--- config.mk ---
export PLATFORM = sky130hd
export DESIGN_NAME = selective_arq_retransmit_tracker_top_flat
export DESIGN_NICKNAME = d
export VERILOG_FILES = /design/src/sv/sart_pkg.sv /design/src/sv/sart_ifs.sv /design/src/sv/selective_arq_retransmit_tracker_top.sv /design/src/flat_wrapper.sv
export VERILOG_INCLUDE_DIRS = /design/src /design/src/sv
export SDC_FILE = /design/constraint.sdc
export NUM_CORES = 1
export LEC_CHECK = 0
export CORE_MARGIN = 2
export CORE_UTILIZATION = 45
export CTS_CLUSTER_DIAMETER = 60
export DETAILED_ROUTE_END_ITERATION = 6
export DONT_BUFFER_PORTS = 1
export SYNTH_ARGS = -nofsm -noshare
export SYNTH_HDL_FRONTEND = slang
export SYNTH_SLANG_ARGS = --single-unit
--- constraint.sdc ---
create_clock -name clk_i -period 23.5 [get_ports clk_i]
set_clock_uncertainty 0.05 [all_clocks]
set_input_delay 2.35 -clock clk_i [delete_from_list [all_inputs] [get_ports clk_i]]
set_output_delay 2.35 -clock clk_i [all_outputs]
set_load 0.02 [all_outputs]
--- src/sv/selective_arq_retransmit_tracker_top_defines.svh ---
// assertion macros for the retransmission tracker
`ifndef SELECTIVE_ARQ_RETRANSMIT_TRACKER_TOP_DEFINES_SVH
`define SELECTIVE_ARQ_RETRANSMIT_TRACKER_TOP_DEFINES_SVH

`ifndef SYNTHESIS
// clocked check, off while reset is asserted
`define SART_ASSERT(lbl, clk, rst_n, prop, msg) \
  lbl: assert property (@(posedge clk) disable iff (!rst_n) prop) else $error(msg);
// clocked check that also holds during reset
`define SART_ASSERT_ALWAYS(lbl, clk, prop, msg) \
  lbl: assert property (@(posedge clk) prop) else $error(msg);
`else
`define SART_ASSERT(lbl, clk, rst_n, prop, msg)
`define SART_ASSERT_ALWAYS(lbl, clk, prop, msg)
`endif

`endif

--- src/sv/sart_pkg.sv ---
// types, constants and helpers of the retransmission tracker
package sart_pkg;

  localparam int unsigned SLOTS     = 8;
  localparam int unsigned SLOT_W    = (SLOTS > 1) ? $clog2(SLOTS) : 1;
  localparam int unsigned SEQ_W     = 8;
  localparam int unsigned ATT_W     = 4;
  localparam int unsigned TIME_W    = 32;
  localparam int unsigned TMO_W     = 16;
  localparam int unsigned CNT_W     = 32;
  localparam int unsigned OC_W      = 3;
  localparam int unsigned SLOT_FW   = 3;
  localparam int unsigned OP_W      = 2;
  localparam int unsigned CFG_IDX_W = 1;
  localparam int unsigned CFG_W     = 16;

  localparam logic [SLOT_W-1:0] LAST_IDX    = SLOT_W'(SLOTS - 1);
  localparam logic [TMO_W-1:0]  TIMEOUT_RST = TMO_W'(500);
  localparam logic [ATT_W-1:0]  MAX_ATT_RST = ATT_W'(3);

  typedef enum logic [OP_W-1:0] {
    OP_PLAIN = 2'd0,
    OP_TRACK = 2'd1,
    OP_ACK   = 2'd2,
    OP_TICK  = 2'd3
  } op_e;

  typedef enum logic [OC_W-1:0] {
    OC_NOTHING = 3'd0,
    OC_PLAIN   = 3'd1,
    OC_TRACKED = 3'd2,
    OC_ACKED   = 3'd3,
    OC_UNKNOWN = 3'd4,
    OC_RETX    = 3'd5,
    OC_GAVEUP  = 3'd6,
    OC_ENCFAIL = 3'd7
  } outcome_e;

  typedef enum logic [CFG_IDX_W-1:0] {
    CFG_TIMEOUT = 1'b0,
    CFG_MAX_ATT = 1'b1
  } cfg_reg_e;

  typedef struct packed {
    outcome_e             outcome;
    logic [SEQ_W-1:0]     seq;
    logic [SLOT_FW-1:0]   slot;
    logic                 evicted;
    logic [CNT_W-1:0]     drops;
    logic [CNT_W-1:0]     retx;
    logic                 last;
  } result_t;

  typedef struct packed {
    logic [SEQ_W-1:0]  seq;
    logic [ATT_W-1:0]  att;
    logic [TIME_W-1:0] due;
  } entry_t;

  function automatic result_t mk_res(input outcome_e oc, input logic [SEQ_W-1:0] sq,
                                     input logic [SLOT_W-1:0] sl, input logic ev,
                                     input logic [CNT_W-1:0] drops,
                                     input logic [CNT_W-1:0] retx);
    result_t r;
    r.outcome = oc;
    r.seq     = sq;
    r.slot    = SLOT_FW'(sl);
    r.evicted = ev;
    r.drops   = drops;
    r.retx    = retx;
    r.last    = 1'b0;
    return r;
  endfunction

endpackage

--- src/sv/sart_ifs.sv ---
// item channels of the retransmission tracker

interface sart_in_if import sart_pkg::*; ();
  logic              valid;
  logic              ready;
  logic [OP_W-1:0]   op;
  logic [SEQ_W-1:0]  ack_seq;
  logic [TIME_W-1:0] now_ms;
  logic              frame_ok;

  modport source (output valid, op, ack_seq, now_ms, frame_ok, input ready);
  modport sink   (input valid, op, ack_seq, now_ms, frame_ok, output ready);
endinterface

interface sart_out_if import sart_pkg::*; ();
  logic               valid;
  logic               ready;
  logic [OC_W-1:0]    outcome;
  logic [SEQ_W-1:0]   seq;
  logic [SLOT_FW-1:0] slot;
  logic               evicted;
  logic [CNT_W-1:0]   drop_count;
  logic [CNT_W-1:0]   retransmit_count;
  logic               last;

  modport source (output valid, outcome, seq, slot, evicted, drop_count, retransmit_count,
                  last, input ready);
  modport sink   (input valid, outcome, seq, slot, evicted, drop_count, retransmit_count,
                  last, output ready);
endinterface

--- src/sv/selective_arq_retransmit_tracker_top.sv ---
// selective-repeat retransmission tracker: slot table, send, ack and tick handling
// plain send, failed encode or tracked send into a free slot: result built on accept, pushed from S_FINISH
// ack, tick and tracked send with eviction walk the slot memory through S_READ and S_EVAL,
// as the slot memory read data is registered from the walk index
// throughput: one item at a time; the next item is taken once its closing result is pushed
// reset: used bits, counters and sequence number cleared, config loaded with reset values
`include "selective_arq_retransmit_tracker_top_defines.svh"

module selective_arq_retransmit_tracker_top import sart_pkg::*; (
  input  logic                 clk_i,
  input  logic                 rst_ni,
  sart_in_if.sink              in_i,
  sart_out_if.source           out_o,
  input  logic                 cfg_we_i,
  input  logic [CFG_IDX_W-1:0] cfg_idx_i,
  input  logic [CFG_W-1:0]     cfg_wdata_i
);

  // one-hot sequencer
  typedef enum logic [3:0] {
    S_IDLE   = 4'b0001,
    S_READ   = 4'b0010,
    S_EVAL   = 4'b0100,
    S_FINISH = 4'b1000
  } state_e;

  state_e state_q, state_d;

  // configuration
  logic [TMO_W-1:0] timeout_q;
  logic [ATT_W-1:0] max_att_q;

  // control state
  logic [SLOTS-1:0] used_q, used_d;
  logic [SEQ_W-1:0] next_seq_q, next_seq_d;
  logic [CNT_W-1:0] drops_q, drops_d;
  logic [CNT_W-1:0] retx_q, retx_d;
  logic [SLOT_W-1:0] idx_q, idx_d;
  logic             pend_vld_q, pend_vld_d;
  logic             out_vld_q;

  // item context and walk payload
  op_e               op_q, op_d;
  logic [SEQ_W-1:0]  ack_q, ack_d;
  logic [TIME_W-1:0] now_q, now_d;
  logic [SEQ_W-1:0]  seq_q, seq_d;
  logic [SLOT_W-1:0] best_q, best_d;
  logic [TIME_W-1:0] best_due_q, best_due_d;
  result_t           pend_q, pend_d;
  result_t           out_q;

  // slot memory: sequence number, attempts, due time
  entry_t            mem [SLOTS];
  entry_t            rdata_q;
  logic              mem_we;
  logic [SLOT_W-1:0] mem_waddr;
  entry_t            mem_wdata;

  // output push
  logic    push;
  result_t push_res;
  logic    can_emit;
  logic    accept;

  // first free slot, found bit on top
  function automatic logic [SLOT_W:0] find_free(input logic [SLOTS-1:0] used);
    logic [SLOT_W:0] r;
    r = '0;
    for (int i = SLOTS - 1; i >= 0; i--) begin
      if (!used[i]) r = {1'b1, SLOT_W'(i)};
    end
    return r;
  endfunction

  function automatic logic rearm_dummy_sign(input logic [TIME_W-1:0] diff);
    return diff[TIME_W-1];
  endfunction

  logic [SLOT_W:0]   free_slot;
  logic [TIME_W-1:0] rearm_now;   // due time from the accepted item's time
  logic [TIME_W-1:0] rearm_held;  // due time from the held item's time
  logic              is_last;
  logic              better;
  logic              due_now;

  assign accept     = in_i.valid && in_i.ready;
  assign in_i.ready = (state_q == S_IDLE);
  assign can_emit   = !out_vld_q || out_o.ready;
  assign free_slot  = find_free(used_q);
  assign rearm_now  = in_i.now_ms + TIME_W'(timeout_q);
  assign rearm_held = now_q + TIME_W'(timeout_q);
  assign is_last    = (idx_q == LAST_IDX);
  // eviction candidate: smallest due time, first one wins on ties
  assign better     = (idx_q == '0) || (rdata_q.due < best_due_q);
  // due when now - due, modulo the time width, is not negative
  assign due_now    = !rearm_dummy_sign(now_q - rdata_q.due);

  always_comb begin
    state_d    = state_q;
    used_d     = used_q;
    next_seq_d = next_seq_q;
    drops_d    = drops_q;
    retx_d     = retx_q;
    idx_d      = idx_q;
    pend_vld_d = pend_vld_q;
    pend_d     = pend_q;
    op_d       = op_q;
    ack_d      = ack_q;
    now_d      = now_q;
    seq_d      = seq_q;
    best_d     = best_q;
    best_due_d = best_due_q;
    mem_we     = 1'b0;
    mem_waddr  = idx_q;
    mem_wdata  = rdata_q;
    push       = 1'b0;
    push_res   = pend_q;

    unique case (state_q)
      S_IDLE: begin
        if (accept) begin
          op_d  = op_e'(in_i.op);
          ack_d = in_i.ack_seq;
          now_d = in_i.now_ms;
          idx_d = '0;
          unique case (op_e'(in_i.op))
            OP_PLAIN, OP_TRACK: begin
              // every send takes a sequence number, even a failed one
              next_seq_d = next_seq_q + SEQ_W'(1);
              seq_d      = next_seq_q;
              pend_vld_d = 1'b1;
              state_d    = S_FINISH;
              if (!in_i.frame_ok) begin
                pend_d = mk_res(OC_ENCFAIL, next_seq_q, '0, 1'b0, drops_q, retx_q);
              end else if (op_e'(in_i.op) == OP_PLAIN) begin
                pend_d = mk_res(OC_PLAIN, next_seq_q, '0, 1'b0, drops_q, retx_q);
              end else if (free_slot[SLOT_W]) begin
                mem_we                         = 1'b1;
                mem_waddr                      = free_slot[SLOT_W-1:0];
                mem_wdata.seq                  = next_seq_q;
                mem_wdata.att                  = ATT_W'(1);
                mem_wdata.due                  = rearm_now;
                used_d[free_slot[SLOT_W-1:0]]  = 1'b1;
                pend_d = mk_res(OC_TRACKED, next_seq_q, free_slot[SLOT_W-1:0], 1'b0,
                                drops_q, retx_q);
              end else begin
                // table full: walk it for the earliest due time
                pend_vld_d = 1'b0;
                state_d    = S_READ;
              end
            end
            OP_ACK, OP_TICK: begin
              state_d = S_READ;
            end
            default: state_d = S_IDLE;
          endcase
        end
      end

      S_READ: begin
        // free slots hold nothing an ack or tick cares about
        if (op_q != OP_TRACK && !used_q[idx_q]) begin
          if (is_last) state_d = S_FINISH;
          else         idx_d   = idx_q + SLOT_W'(1);
        end else begin
          state_d = S_EVAL;
        end
      end

      S_EVAL: begin
        unique case (op_q)
          OP_TRACK: begin
            if (is_last) begin
              mem_we        = 1'b1;
              mem_waddr     = better ? idx_q : best_q;
              mem_wdata.seq = seq_q;
              mem_wdata.att = ATT_W'(1);
              mem_wdata.due = rearm_held;
              drops_d       = drops_q + CNT_W'(1);
              pend_d        = mk_res(OC_TRACKED, seq_q, better ? idx_q : best_q, 1'b1,
                                     drops_q + CNT_W'(1), retx_q);
              pend_vld_d    = 1'b1;
              state_d       = S_FINISH;
            end else begin
              if (better) begin
                best_d     = idx_q;
                best_due_d = rdata_q.due;
              end
              idx_d   = idx_q + SLOT_W'(1);
              state_d = S_READ;
            end
          end
          OP_ACK: begin
            if (rdata_q.seq == ack_q) begin
              used_d[idx_q] = 1'b0;
              pend_d        = mk_res(OC_ACKED, ack_q, idx_q, 1'b0, drops_q, retx_q);
              pend_vld_d    = 1'b1;
              state_d       = S_FINISH;
            end else if (is_last) begin
              state_d = S_FINISH;
            end else begin
              idx_d   = idx_q + SLOT_W'(1);
              state_d = S_READ;
            end
          end
          OP_TICK: begin
            if (!due_now || !pend_vld_q || can_emit) begin
              if (due_now) begin
                // the held result is not the final one: send it on
                push     = pend_vld_q;
                push_res = pend_q;
                if (rdata_q.att >= max_att_q) begin
                  used_d[idx_q] = 1'b0;
                  drops_d       = drops_q + CNT_W'(1);
                  pend_d = mk_res(OC_GAVEUP, rdata_q.seq, idx_q, 1'b0,
                                  drops_q + CNT_W'(1), retx_q);
                end else begin
                  mem_we        = 1'b1;
                  mem_waddr     = idx_q;
                  mem_wdata.seq = rdata_q.seq;
                  mem_wdata.att = rdata_q.att + ATT_W'(1);
                  mem_wdata.due = rearm_held;
                  retx_d        = retx_q + CNT_W'(1);
                  pend_d = mk_res(OC_RETX, rdata_q.seq, idx_q, 1'b0,
                                  drops_q, retx_q + CNT_W'(1));
                end
                pend_vld_d = 1'b1;
              end
              if (is_last) begin
                state_d = S_FINISH;
              end else begin
                idx_d   = idx_q + SLOT_W'(1);
                state_d = S_READ;
              end
            end
          end
          default: state_d = S_IDLE;
        endcase
      end

      S_FINISH: begin
        if (can_emit) begin
          push = 1'b1;
          if (pend_vld_q)          push_res = pend_q;
          else if (op_q == OP_ACK) push_res = mk_res(OC_UNKNOWN, ack_q, '0, 1'b0,
                                                     drops_q, retx_q);
          else                     push_res = mk_res(OC_NOTHING, '0, '0, 1'b0,
                                                     drops_q, retx_q);
          push_res.last = 1'b1;
          pend_vld_d    = 1'b0;
          state_d       = S_IDLE;
        end
      end

      default: state_d = S_IDLE;
    endcase
  end

  // control registers
  always_ff @(posedge clk_i or negedge rst_ni) begin
    if (!rst_ni) begin
      state_q    <= S_IDLE;
      used_q     <= '0;
      next_seq_q <= '0;
      drops_q    <= '0;
      retx_q     <= '0;
      idx_q      <= '0;
      pend_vld_q <= 1'b0;
      out_vld_q  <= 1'b0;
    end else begin
      state_q    <= state_d;
      used_q     <= used_d;
      next_seq_q <= next_seq_d;
      drops_q    <= drops_d;
      retx_q     <= retx_d;
      idx_q      <= idx_d;
      pend_vld_q <= pend_vld_d;
      if (push)             out_vld_q <= 1'b1;
      else if (out_o.ready) out_vld_q <= 1'b0;
    end
  end

  // configuration registers
  always_ff @(posedge clk_i or negedge rst_ni) begin
    if (!rst_ni) begin
      timeout_q <= TIMEOUT_RST;
      max_att_q <= MAX_ATT_RST;
    end else if (cfg_we_i) begin
      unique case (cfg_reg_e'(cfg_idx_i))
        CFG_TIMEOUT: timeout_q <= cfg_wdata_i[TMO_W-1:0];
        CFG_MAX_ATT: max_att_q <= cfg_wdata_i[ATT_W-1:0];
        default:     timeout_q <= timeout_q;
      endcase
    end
  end

  // payload registers
  always_ff @(posedge clk_i) begin
    op_q       <= op_d;
    ack_q      <= ack_d;
    now_q      <= now_d;
    seq_q      <= seq_d;
    best_q     <= best_d;
    best_due_q <= best_due_d;
    pend_q     <= pend_d;
    if (push) out_q <= push_res;
  end

  // slot memory, read address is the walk index
  always_ff @(posedge clk_i) begin
    if (mem_we) mem[mem_waddr] <= mem_wdata;
    rdata_q <= mem[idx_q];
  end

  assign out_o.valid            = out_vld_q;
  assign out_o.outcome          = out_q.outcome;
  assign out_o.seq              = out_q.seq;
  assign out_o.slot             = out_q.slot;
  assign out_o.evicted          = out_q.evicted;
  assign out_o.drop_count       = out_q.drops;
  assign out_o.retransmit_count = out_q.retx;
  assign out_o.last             = out_q.last;

  // an accepted item always starts work
  `SART_ASSERT(a_accept_busy, clk_i, rst_ni, accept |=> (state_q != S_IDLE), "item accepted but sequencer stayed idle")
  // drops grow by at most one per cycle
  `SART_ASSERT(a_drop_step, clk_i, rst_ni, 1'b1 |=> ((drops_q == $past(drops_q)) || (drops_q == $past(drops_q) + CNT_W'(1))), "drop count jumped")
  // no result is held over into idle
  `SART_ASSERT(a_idle_no_pend, clk_i, rst_ni, (state_q == S_IDLE) |-> !pend_vld_q, "held result left behind")
  // eviction only when every slot is in use
  `SART_ASSERT(a_evict_full, clk_i, rst_ni, (state_q == S_EVAL && op_q == OP_TRACK && mem_we) |-> (&used_q), "eviction with a free slot")
  // a result is only pushed when the output register can take it
  `SART_ASSERT_ALWAYS(a_push_room, clk_i, push |-> can_emit, "result pushed over a waiting one")

endmodule

--- src/flat_wrapper.sv ---
// flat-port wrapper written by rule: the top's interface ports become plain ports
module selective_arq_retransmit_tracker_top_flat import sart_pkg::*;
  (clk_i, rst_ni, cfg_we_i, cfg_idx_i, cfg_wdata_i, in_i_valid, in_i_op, in_i_ack_seq, in_i_now_ms, in_i_frame_ok, in_i_ready, out_o_valid, out_o_outcome, out_o_seq, out_o_slot, out_o_evicted, out_o_drop_count, out_o_retransmit_count, out_o_last, out_o_ready);
  sart_in_if in_i_i ();
  sart_out_if out_o_i ();
  input  logic clk_i;
  input  logic rst_ni;
  input  logic cfg_we_i;
  input  logic [CFG_IDX_W-1:0] cfg_idx_i;
  input  logic [CFG_W-1:0] cfg_wdata_i;
  input wire logic [$bits(in_i_i.valid)-1:0] in_i_valid;
  input wire logic [$bits(in_i_i.op)-1:0] in_i_op;
  input wire logic [$bits(in_i_i.ack_seq)-1:0] in_i_ack_seq;
  input wire logic [$bits(in_i_i.now_ms)-1:0] in_i_now_ms;
  input wire logic [$bits(in_i_i.frame_ok)-1:0] in_i_frame_ok;
  output wire logic [$bits(in_i_i.ready)-1:0] in_i_ready;
  output wire logic [$bits(out_o_i.valid)-1:0] out_o_valid;
  output wire logic [$bits(out_o_i.outcome)-1:0] out_o_outcome;
  output wire logic [$bits(out_o_i.seq)-1:0] out_o_seq;
  output wire logic [$bits(out_o_i.slot)-1:0] out_o_slot;
  output wire logic [$bits(out_o_i.evicted)-1:0] out_o_evicted;
  output wire logic [$bits(out_o_i.drop_count)-1:0] out_o_drop_count;
  output wire logic [$bits(out_o_i.retransmit_count)-1:0] out_o_retransmit_count;
  output wire logic [$bits(out_o_i.last)-1:0] out_o_last;
  input wire logic [$bits(out_o_i.ready)-1:0] out_o_ready;
  assign in_i_i.valid = in_i_valid;
  assign in_i_i.op = in_i_op;
  assign in_i_i.ack_seq = in_i_ack_seq;
  assign in_i_i.now_ms = in_i_now_ms;
  assign in_i_i.frame_ok = in_i_frame_ok;
  assign in_i_ready = in_i_i.ready;
  assign out_o_valid = out_o_i.valid;
  assign out_o_outcome = out_o_i.outcome;
  assign out_o_seq = out_o_i.seq;
  assign out_o_slot = out_o_i.slot;
  assign out_o_evicted = out_o_i.evicted;
  assign out_o_drop_count = out_o_i.drop_count;
  assign out_o_retransmit_count = out_o_i.retransmit_count;
  assign out_o_last = out_o_i.last;
  assign out_o_i.ready = out_o_ready;
  selective_arq_retransmit_tracker_top u_core (.clk_i(clk_i), .rst_ni(rst_ni), .in_i(in_i_i), .out_o(out_o_i), .cfg_we_i(cfg_we_i), .cfg_idx_i(cfg_idx_i), .cfg_wdata_i(cfg_wdata_i));
endmodule
==> results of run 1 <==
[tightest hold or removal path, stage by stage (launching register included)]
cell	delay, ps
edfxtp_1	320
a22oi_1	60
nand4_1	70
[cell families after synthesis]
family | count (synthesis) | share of synthesized area
and+or+nand+nor | 834 | 0.116
muxes | 36 | 0.0118
adders and majority gates | 106 | 0.0407
DFF | 749 | 0.652
buffers and inverters | 213 | 0.0247
xor gates and xnor gates | 198 | 0.0526
AOI/OAI and AO/OA | 485 | 0.102
[flip-flops by register name, indices dropped and copies added, names as in the netlist, 16 cells and up]
signal / cells
u_core.retx_q: 32
u_core.drops_q: 32
u_core.pend_q: 79
u_core.mem: 352
u_core.now_q: 32
u_core.out_o.retransmit_count: 32
u_core.rdata_q: 44
u_core.out_o.drop_count: 32
u_core.best_due_q: 32
u_core.timeout_q: 16
[metrics by stage]
stage                     hold WS [ps]  total power [mW]  utilization
after CTS                          428              4.04        0.508
final                              427              4.02        0.508
after global routing               443              4.20        0.508
after global placement             403              2.69        0.469
after floorplan                    386              2.41            -
after detailed placement           409              2.72        0.469
[routing by layer]
layer  vias to the layer above  wire, um  track usage
li1                       9717         -            -
met1                     10467     34900        0.289
met2                       689     40400        0.364
met3                       139      4600       0.0328
met4                         2      2080       0.0714
met5                         -        18            0
[area by class of cell]
cell class / instances / area [um2] / share of cell area
Clock buffer: 110 / 2270 / 0.0615
Clock inverter: 43 / 531 / 0.0144
Inverter: 90 / 338 / 0.00915
Multi-Input combinational cell: 1659 / 10800 / 0.292
Sequential cell: 749 / 21500 / 0.583
Tap cell: 959 / 1200 / 0.0325
Timing Repair Buffer: 37 / 278 / 0.00752
[report_power, final]
| part | total, mW | leakage, nW | switching (mW) | internal, mW |
|---|---|---|---|---|
| logic | 0.819 | 5.20 | 0.558 | 0.262 |
| registers | 1.88 | 7.21 | 0.153 | 1.73 |
| clock network | 1.32 | 1.36 | 0.527 | 0.794 |
[cells in the final DEF (no fill, tap or decap), types with 15 or more instances in the layout]
| cell | synthesis | final |
|---|---|---|
| dfrtp_1 | 100 | 100 |
| clkbuf_1 | 115 | 20 |
| inv_1 | 87 | 86 |
| edfxtp_1 | 596 | 596 |
| nor4_1 | 15 | 15 |
| xnor2_1 | 86 | 86 |
| nand3_1 | 56 | 56 |
| nand4_1 | 70 | 70 |
| ha_1 | 104 | 104 |
| nand2_1 | 388 | 388 |
| and2_1 | 16 | 16 |
| dfxtp_1 | 44 | 44 |
| a31oi_1 | 16 | 16 |
| a22oi_1 | 199 | 199 |
| nor2b_1 | 19 | 19 |
| clkbuf_16 | 0 | 85 |
| nor3_1 | 44 | 39 |
| and3_1 | 27 | 27 |
| a21oi_1 | 52 | 50 |
| mux2_2 | 23 | 23 |
| o21ai_0 | 76 | 76 |
| buf_4 | 1 | 37 |
| xor2_1 | 112 | 112 |
| nor2_1 | 142 | 131 |
| a21o_1 | 28 | 28 |
[worst paths after layout]
check,startpoint,end,slack (ps),depth (start not counted)
setup / recovery,out_o_ready,u_core.mem[3][38],17700,11
hold / removal,u_core.mem[3][34],u_core.rdata_q[34],430,2
setup reg to reg,u_core.rdata_q[32],u_core.mem[5][11],17790,13
hold reg to reg,u_core.mem[3][34],u_core.rdata_q[34],430,2
max in group asynchronous,rst_ni,u_core.state_q[0],21770,0
min in group asynchronous,rst_ni,u_core.drops_q[15],1360,0
==> qor.yml, run 1 <==
clocking:
  clk_pin_slew_ps: 60
  clock_latency_ps: 640
  cts_root_buf: "clkbuf_16"
  cts_tree: "built"
  cts_sinks: 749
  cts_hold_buf: 0
  clk_path_buf_depth: 3
  cts_max_level: 3
  cts-resized-gates: 0
  numCtsBuffers: 82
  cts_setup_buffers: 0
timing:
  min_period_over_period: 0.247
  period_needed_ps: 5800
  rsz0062_at_grt: "false"
  relSlewSlack: 0.130
  final_hold_viol_count: 0
  fin_ws_ps: 17700
  slew_viol_final: 0
  fin_setup_tns_ps: 0
  finalSetupViolCount: 0
  tightest_slew_ps: 1290
  timing.fmax_mhz: 172
die:
  ios: 147
  die-area_um2: 75500
  start_util: 0.454
  fp.coreArea_um2: 72700
  std_cell_rows: 99
  die_x_um: 275
  die_height_um: 275
place:
  gp_congestion: 0.873
  dp_cells: 3494
  port-buffer-count: 0
  pre_cts_slack_ps: 17110
  dpl_cell_area_um2: 34100
  dp_hpwl_um: 52200
grt:
  grt_first_pass_wirelength_um: 125000
  gr-total-overflow: 0
  grt_pass1_vias: 20842
  gr-usage-all-layers: 0.217
  antenna_found_initial: 1
  grt_max_degree: 110
critical_path:
  slowest_delay_ps: 940
  cp-start-kind: "input port"
  crit_buf_inv: 3
  cp.arrival_ps: 6060
  worstPathCellList: "nor2b_1, nand2_1, inv_1, nor2_1, a22o_1, o21ai_1, buf_4, nand2_1, o22ai_1, nor2_4, buf_4"
  required_ps: 23750
  criticalPathCategory: "input port to register"
  crit_slowest_cell: "o22ai_1"
  critPathTopFamily: "simple AND/OR/NAND/NOR gates"
  worstSetupEndpointType: "register"
  critPathMaxFanout: 27
synthesis:
  yosys.area.top_type: "edfxtp_1"
  seq_area_frac_synth: 0.652
  synth.top_cell.area_share: 0.543
  synth_commonest_cells: "edfxtp_1, nand2_1, a22oi_1"
  ys_async_sr_fraction: 0.146
  syn_nets: 2792
  syn_area_um2: 33000
  synth_cells: 2621
  yosysMostFrequentCell: "edfxtp_1"
  ys_seq_elements: 749
  avgSynthCellArea_um2: 12.6
  synth_warnings: 0
  ys_types: 82
  synth_edf_count: 596
  synth.area.top_cells: "edfxtp_1, dfrtp_1, a22oi_1, nand2_1, ha_1"
  ys.flop_type: "edfxtp_1"
detailed_routing:
  final_antenna_net_count: 0
  drt_iter0_drc: 2223
  drt_wl_total_um: 82000
  vias: 21014
  wl_per_cell_um: 22.5
  drc_errors: 0
  firstDrtPassIters: 6
  drt-vias-per-instance: 5.76
layout:
  area_growth_pct: 11.9
  finalNonFillerCells: 3647
  design_area_um2: 36900
  n_fill_cell: 6142
  num-nets-final: 2790
  final_layout_size_suffix_gt1_frac: 0.0848
  diodes: 0
power_and_ir_drop:
  ir_worst_vdd_mv: 0.0828
  power_density_nw_per_um2: 109
  p_leak_nw: 13.8
hold_path:
  hp-class: "register to register"
flow_run:
  max_cap_violations: 0
status:
  status: "complete, no violations"
(Power assumes the default switching activity.)
==> run 2, diff against run 1 <==
==> constraint.sdc (replaced) <==
create_clock -name clk_i -period 5.15 [get_ports clk_i]
set_clock_uncertainty 0.05 [all_clocks]
set_input_delay 0.515 -clock clk_i [delete_from_list [all_inputs] [get_ports clk_i]]
set_output_delay 0.515 -clock clk_i [all_outputs]
set_load 0.02 [all_outputs]
==> run 2 against run 1 <==
First-iteration DRC count down 18%. Setup slack worse by 17000 ps. Wire length fell by 0.81%. Worst hold slack lost 380 ps. Clock-buffer cell count grew 6. Sequential share of layout area down 1.1 points. Non-clock buffer count up 78. Global-route usage fell by 0.30 points. Utilization rose by 0.99 points. Sequential power rose to 4.5 times the previous value. Critical path type is now register to register. Largest cell class unchanged. Highest routed layer is now met4.
==> qor.yml, run 2 (synthesis results as in run 1) <==
status:
  status: "complete, no violations"  # unchanged
detailed_routing:
  final_antenna_net_count: 0  # unchanged
  drt_iter0_drc: 1831  # was 2223
  drt_wl_total_um: 81300  # was 82000 um
  vias: 21220  # was 21.0k
  drc_errors: 0  # unchanged
  firstDrtPassIters: 5  # was 6
  drt-vias-per-instance: 5.70  # was 5.76
  wl_per_cell_um: 21.9  # was 22.5 um
layout:
  num-nets-final: 2867  # was 2790
  regMostFlops: "u_core.mem"  # unchanged
  mostFrequentLayoutCells: "edfxtp_1, nand2_1, a22oi_1, nor2_1, xor2_1"  # unchanged
  final_layout_size_suffix_gt1_frac: 0.0873  # was 0.0848
  finalNonFillerCells: 3720  # was 3647
  largest_register_ffs: 352  # unchanged
  layout_commonest_cell: "edfxtp_1"  # unchanged
  reg_top3: "u_core.mem x352, u_core.pend_q x79, u_core.rdata_q x44"  # unchanged
  diodes: 0  # unchanged
  area_growth_pct: 14.1  # was 11.9%
die:
  fp.coreArea_um2: 72700  # unchanged
  ios: 147  # unchanged
  start_util: 0.454  # unchanged
  std_cell_rows: 99  # unchanged
  die_x_um: 275  # unchanged
  die_height_um: 275  # unchanged
  die-area_um2: 75500  # unchanged
clocking:
  numCtsBuffers: 81  # was 82
  cts_tree: "built"  # unchanged
  cts_root_buf: "clkbuf_16"  # unchanged
  cts_max_level: 3  # unchanged
  cts-resized-gates: 0  # unchanged
  clock_latency_ps: 630  # was 640 ps
  clk_path_buf_depth: 3  # unchanged
  clk_pin_slew_ps: 60  # about the same
  cts_sinks: 749  # unchanged
grt:
  grt_pass1_vias: 20961  # was 20.8k
  gr-total-overflow: 0  # unchanged
  use_met1: 0.280  # was 0.289
  use_met3: 0.0325  # was 0.0328
  grt_first_pass_wirelength_um: 124000  # was 125000 um
  use_met2: 0.370  # was 0.364
  antenna_found_initial: 0  # was 1
  gr-usage-all-layers: 0.214  # was 0.217
  grt_max_degree: 110  # unchanged
  top_usage_layer: "met2"  # unchanged
timing:
  timing.fmax_mhz: 220
  slew_viol_final: 0  # unchanged
  relSlewSlack: 0.120  # was 0.130
  final_hold_viol_count: 0  # unchanged
  rsz0062_at_grt: "false"  # unchanged
  period_needed_ps: 4550
  min_period_over_period: 0.883
  fin_setup_tns_ps: 0  # unchanged
  finalSetupViolCount: 0  # unchanged
  tightest_slew_ps: 1310  # was 1290 ps
power_and_ir_drop:
  p_leak_nw: 14.1  # was 13.8 nW
  ir_worst_vdd_mv: 0.428  # was 0.0828 mV
  power_density_nw_per_um2: 482  # was 109 nW/um2
place:
  gp_congestion: 0.850  # was 0.873
  dp_cells: 3512  # was 3494
  port-buffer-count: 0  # unchanged
  dp_hpwl_um: 51100  # was 52200 um
hold_path:
  hp-class: "input port to register"  # was register to register
critical_path:
  critPathMaxFanout: 25  # was 27
  cp-start-kind: "register"  # was input port
  criticalPathCategory: "register to register"  # was input port to register
  worstSetupEndpointType: "register"  # unchanged
  r2r_slack_ps: 600  # was 17790 ps
  cp.arrival_ps: 4750  # was 6060 ps
  required_ps: 5360  # was 23750 ps
flow_run:
  max_cap_violations: 0  # unchanged
[run 2: changes by cell type in the layout (fill, tap and decap cells not counted), moves of 2 or more]
| cell | previous run | this run |
|---|---|---|
| clkinv_8 | 3 | 1 |
| bufinv_16 | 10 | 6 |
| dlygate4sd3_1 | 0 | 59 |
| clkbuf_1 | 20 | 23 |
| buf_12 | 0 | 10 |
| clkinvlp_4 | 4 | 2 |
| buf_4 | 37 | 45 |
| clkinv_1 | 12 | 10 |
| clkbuf_8 | 5 | 9 |
| clkinv_4 | 3 | 1 |
[run 2: worst paths after layout]
check,end,from,depth (start not counted)
setup / recovery,u_core.mem[7][31],u_core.best_due_q[26],12
hold / removal,u_core.state_q[0],in_i_valid,2
setup reg to reg,u_core.mem[7][31],u_core.best_due_q[26],12
hold reg to reg,u_core.best_due_q[9],u_core.rdata_q[9],0
max in group asynchronous,u_core.retx_q[2],rst_ni,2
min in group asynchronous,u_core.timeout_q[14],rst_ni,2
[run 2: layer usage]
| layer | routed length [um] | part of all wire | vias to the layer above |
|---|---|---|---|
| li1 | - | - | 9859 |
| met1 | 34400 | 0.42 | 10596 |
| met2 | 40900 | 0.50 | 637 |
| met3 | 4130 | 0.051 | 128 |
| met4 | 1950 | 0.024 | 0 |
| met5 | 0 | 0 | - |
[run 2: area by class of cell]
cell class,count,area (um2)
clock inverter,32,334
sequential,749,21500
fill,6108,35100
timing repair buffer,115,1160
tap,959,1200
inverter,90,338
clock buffer,116,2310
multi-input combinational,1659,10800
[run 2: report_power, final]
group | switching, mW | internal [mW]
Clock | 2.33 | 3.43
Sequential | 0.658 | 7.86
Combinational | 2.59 | 1.29
[run 2: what timing repair did]
action / in CTS / in global routing
hold buffers: 60 / 0
buffers inserted: 0 / 0
hold endpoints to repair: 171 / 0
[run 2: per-stage QoR]
stage	hold slack (ps)	instance area, um2	power (mW)	utilization	setup slack (ps)
floorplan	169	33000	11.0	-	-18.4
global placement	174	34400	12.3	0.473	727
detailed placement	176	34400	12.4	0.473	666
CTS	8.54	37600	18.3	0.518	610
global route	40.3	37600	19.0	0.518	321
finish	50.7	37600	18.2	0.518	604
[run 2: worst max-delay path, stage by stage, from the launching register on]
cell and delay (ps):
edfxtp_1 360, inv_1 80, ha_1 250, a21o_1 170, a221o_1 350, a221oi_1 330, o21ai_1 260, o32a_1 550
o21bai_1 220, a21oi_1 140, or2_1 330, nor2_4 570, buf_4 490
==> run 3, diff against run 2 <==
--- a/config.mk
+++ b/config.mk
@@ -6,6 +6,7 @@
 export SDC_FILE = /design/constraint.sdc
 export NUM_CORES = 1
 export LEC_CHECK = 0
+export ABC_AREA = 1
 export CORE_MARGIN = 2
 export CORE_UTILIZATION = 45
 export CTS_CLUSTER_DIAMETER = 60
==> run 3 against run 2 <==
Clock-buffer cell count down 3. Clock power is 4.2% lower. Combinational power increased by 24%. Area after synthesis rose by 7.0%. Sequential power grew 3.3%. Register-to-register slack improved by 280 ps. Largest power group unchanged.
==> qor.yml, run 3 <==
status:
  status: "complete, no violations"  # unchanged
detailed_routing:
  drt_wl_total_um: 91100  # was 81300 um
  final_antenna_net_count: 0  # unchanged
  vias: 24787  # was 21.2k
  firstDrtPassIters: 6  # was 5
  drt_iter0_drc: 2134  # was 1831
  drc_errors: 0  # unchanged
  drt-vias-per-instance: 5.42  # was 5.70
  wl_per_cell_um: 19.9  # was 21.9 um
clocking:
  cts_sinks: 749  # unchanged
  numCtsBuffers: 80  # was 81
  cts_root_buf: "clkbuf_16"  # unchanged
  clk_pin_slew_ps: 60  # about the same
  cts_tree: "built"  # unchanged
  clock_latency_ps: 640  # was 630 ps
  cts_setup_buffers: 0  # unchanged
  clk_path_buf_depth: 3  # unchanged
  cts_max_level: 3  # unchanged
die:
  fp.coreArea_um2: 77600  # was 72700 um2
  start_util: 0.455  # was 0.454
  ios: 147  # unchanged
  die-area_um2: 80700  # was 75500 um2
  die_x_um: 284  # was 275 um
  die_height_um: 284  # was 275 um
  std_cell_rows: 102  # was 99
power_and_ir_drop:
  p_leak_nw: 15.0  # was 14.1 nW
  combPwrFrac: 0.252  # was 0.214
  pwr-share-clk: 0.289  # was 0.317
  p_int_mw: 12.7  # was 12.6 mW
  ir_worst_vdd_mv: 0.293  # was 0.428 mV
  p_switching_mw: 6.46  # was 5.58 mW
  power_density_nw_per_um2: 481  # was 482 nW/um2
  pwr-share-seq: 0.460  # was 0.469
  netSwitchingFraction: 0.337  # was 0.307
layout:
  reg_top3: "u_core.mem x352, u_core.pend_q x79, u_core.rdata_q x44"  # unchanged
  layout_commonest_cell: "nand2_1"  # was edfxtp_1
  area_growth_pct: 12.7  # was 14.1%
  n_fill_cell: 6992  # was 6108
  final_layout_size_suffix_gt1_frac: 0.0685  # was 0.0873
  largest_register_ffs: 352  # unchanged
  regMostFlops: "u_core.mem"  # unchanged
  num-nets-final: 3636  # was 2867
  design_area_um2: 39800  # was 37600 um2
  mostFrequentLayoutCells: "nand2_1, edfxtp_1, inv_1, o21ai_0, nor2_1"  # was edfxtp_1, nand2_1, a22oi_1, nor2_1, xor2_1
synthesis:
  synth.area.top_cells: "edfxtp_1, nand2_1, dfrtp_1, ha_1, o21ai_0"  # was edfxtp_1, dfrtp_1, a22oi_1, nand2_1, ha_1
  seq_area_frac_synth: 0.610  # was 0.652
  ys_async_sr_fraction: 0.146  # unchanged
  synth_cells: 3397  # was 2621
  synth_edf_count: 596  # unchanged
  yosys.area.top_type: "edfxtp_1"  # unchanged
  ys.flop_type: "edfxtp_1"  # unchanged
  synth.top_cell.area_share: 0.507  # was 0.543
  yosysMostFrequentCell: "nand2_1"  # was edfxtp_1
  ys_seq_elements: 749  # unchanged
  ys_types: 60  # was 82
  synth_warnings: 0  # unchanged
  syn_area_um2: 35300  # was 33000 um2
  avgSynthCellArea_um2: 10.4  # was 12.6 um2
  syn_nets: 3568  # was 2792
  synth_commonest_cells: "nand2_1, edfxtp_1, inv_1"  # was edfxtp_1, nand2_1, a22oi_1
place:
  dp_hpwl_um: 60800  # was 51100 um
  dpl_cell_area_um2: 36700  # was 34400 um2
  gp_congestion: 0.881  # was 0.850
  pre_cts_slack_ps: 902  # was 666 ps
  port-buffer-count: 0  # unchanged
critical_path:
  cp-start-kind: "register"  # unchanged
  required_ps: 5460  # was 5360 ps
  crit_buf_inv: 2  # unchanged
  slowest_delay_ps: 470  # was 570 ps
  cp.arrival_ps: 4580  # was 4750 ps
  worstSetupEndpointType: "register"  # unchanged
  critPathTopFamily: "simple AND/OR/NAND/NOR gates"  # was compound AO/OA/AOI/OAI gates
  critPathMaxFanout: 27  # was 25
  cpMostUsedCell: "nand2_1"
  crit_slowest_cell: "edfxtp_1"  # was nor2_4
  worstPathCellList: "ha_1, nand2_1, nor2_1, nand2_1, nor2_1, nand2_1, nand2_1, nor2_1, nand3_1, nand2_4, nand3_4, nand2_4, nand3_1, nand4_1, clkinv_2, buf_4"  # was inv_1, ha_1, a21o_1, a221o_1, a221oi_1, o21ai_1, o32a_1, o21bai_1, a21oi_1, or2_1, nor2_4, buf_4
  criticalPathCategory: "register to register"  # unchanged
grt:
  use_met2: 0.382  # was 0.370
  top_usage_layer: "met2"  # unchanged
  grt_max_degree: 110  # unchanged
  grt_first_pass_wirelength_um: 141000  # was 124000 um
  gr-usage-all-layers: 0.223  # was 0.214
  antenna_found_initial: 1  # was 0
  grt_pass1_vias: 23633  # was 21.0k
  use_met1: 0.295  # was 0.280
  use_met3: 0.0311  # was 0.0325
  gr-total-overflow: 0  # unchanged
timing:
  period_needed_ps: 4260  # was 4550 ps
  fin_setup_tns_ps: 0  # unchanged
  timing.fmax_mhz: 235  # was 220 MHz
  fin_ws_ps: 887  # was 604 ps
  final_hold_viol_count: 0  # unchanged
  rsz0062_at_grt: "false"  # unchanged
  relSlewSlack: 0.296  # was 0.120
  min_period_over_period: 0.828  # was 0.883
  slew_viol_final: 0  # unchanged
  finalSetupViolCount: 0  # unchanged
  whs_ps: 63.1  # was 50.7 ps
  tightest_slew_ps: 1050  # was 1310 ps
hold_path:
  hp-class: "input port to register"  # unchanged
flow_run:
  max_cap_violations: 0  # unchanged
[run 3: per-layer routing]
| layer | wire length, um | up-vias | part of all wire |
|---|---|---|---|
| met4 | 2480 | 2 | 0.027 |
| met5 | 13 | - | 0.00014 |
| met2 | 44800 | 712 | 0.49 |
| met1 | 39300 | 11895 | 0.43 |
| met3 | 4460 | 136 | 0.049 |
| li1 | - | 12042 | - |
[run 3: what timing repair did]
item | 4_1_cts | 5_1_grt
resized for setup | 0 | 0
hold buffers | 60 | 0
endpoints found under the hold margin | 171 | 0
[run 3: kinds of logic (layout without fill, tap and decap cells)]
kind of cell / Yosys count / after routing / share of synthesized area
other: 0 / 1 / 0
xor gates and xnor gates: 123 / 123 / 0.0305
buffers and inverters: 432 / 567 / 0.0483
adders and majority gates: 106 / 106 / 0.0380
muxes: 19 / 19 / 0.00581
AOI/OAI and AO/OA: 613 / 613 / 0.103
and+or+nand+nor: 1355 / 1355 / 0.165
DFF: 749 / 749 / 0.610
[run 3: through the flow]
step / cells / power (mW) / utilization
after floorplan: 3397 / 12.0 / -
after global placement: 4363 / 13.7 / 0.472
after detailed placement: 4363 / 13.7 / 0.472
after CTS: 4572 / 19.3 / 0.513
after global routing: 4572 / 20.1 / 0.513
final: 4573 / 19.1 / 0.513
[run 3: final cells by class]
type / instances / area [um2] / share of cell area
Antenna cell: 1 / 2.50 / 0.0000629
Clock buffer: 113 / 2200 / 0.0553
Clock inverter: 36 / 299 / 0.00752
Inverter: 309 / 1160 / 0.0292
Multi-Input combinational cell: 2216 / 12200 / 0.307
Sequential cell: 749 / 21500 / 0.541
Tap cell: 1040 / 1300 / 0.0327
Timing Repair Buffer: 109 / 1100 / 0.0276
[run 3: worst paths after layout]
path / from / cells past startpoint / to / slack [ps]
worst max-delay path: u_core.now_q[26] / 16 / u_core.pend_q[1] / 890
worst min-delay path: in_i_frame_ok / 1 / u_core.pend_q[79] / 60
worst max register to register: u_core.now_q[26] / 16 / u_core.pend_q[1] / 890
worst min register to register: u_core.mem[5][34] / 2 / u_core.rdata_q[34] / 410
max in group asynchronous: rst_ni / 2 / u_core.timeout_q[12] / 4050
min in group asynchronous: rst_ni / 2 / u_core.retx_q[13] / 430
[run 3: power by group through the flow]
stage / logic [mW] / clock network [mW] / registers, mW
6_report: 4.82 / 5.52 / 8.80
5_1_grt: 5.40 / 5.85 / 8.89
4_1_cts: 4.86 / 5.62 / 8.81
3_5_place_dp: 4.78 / 0 / 8.93
3_3_place_gp: 4.76 / 0 / 8.90
2_1_floorplan: 3.18 / 0 / 8.79
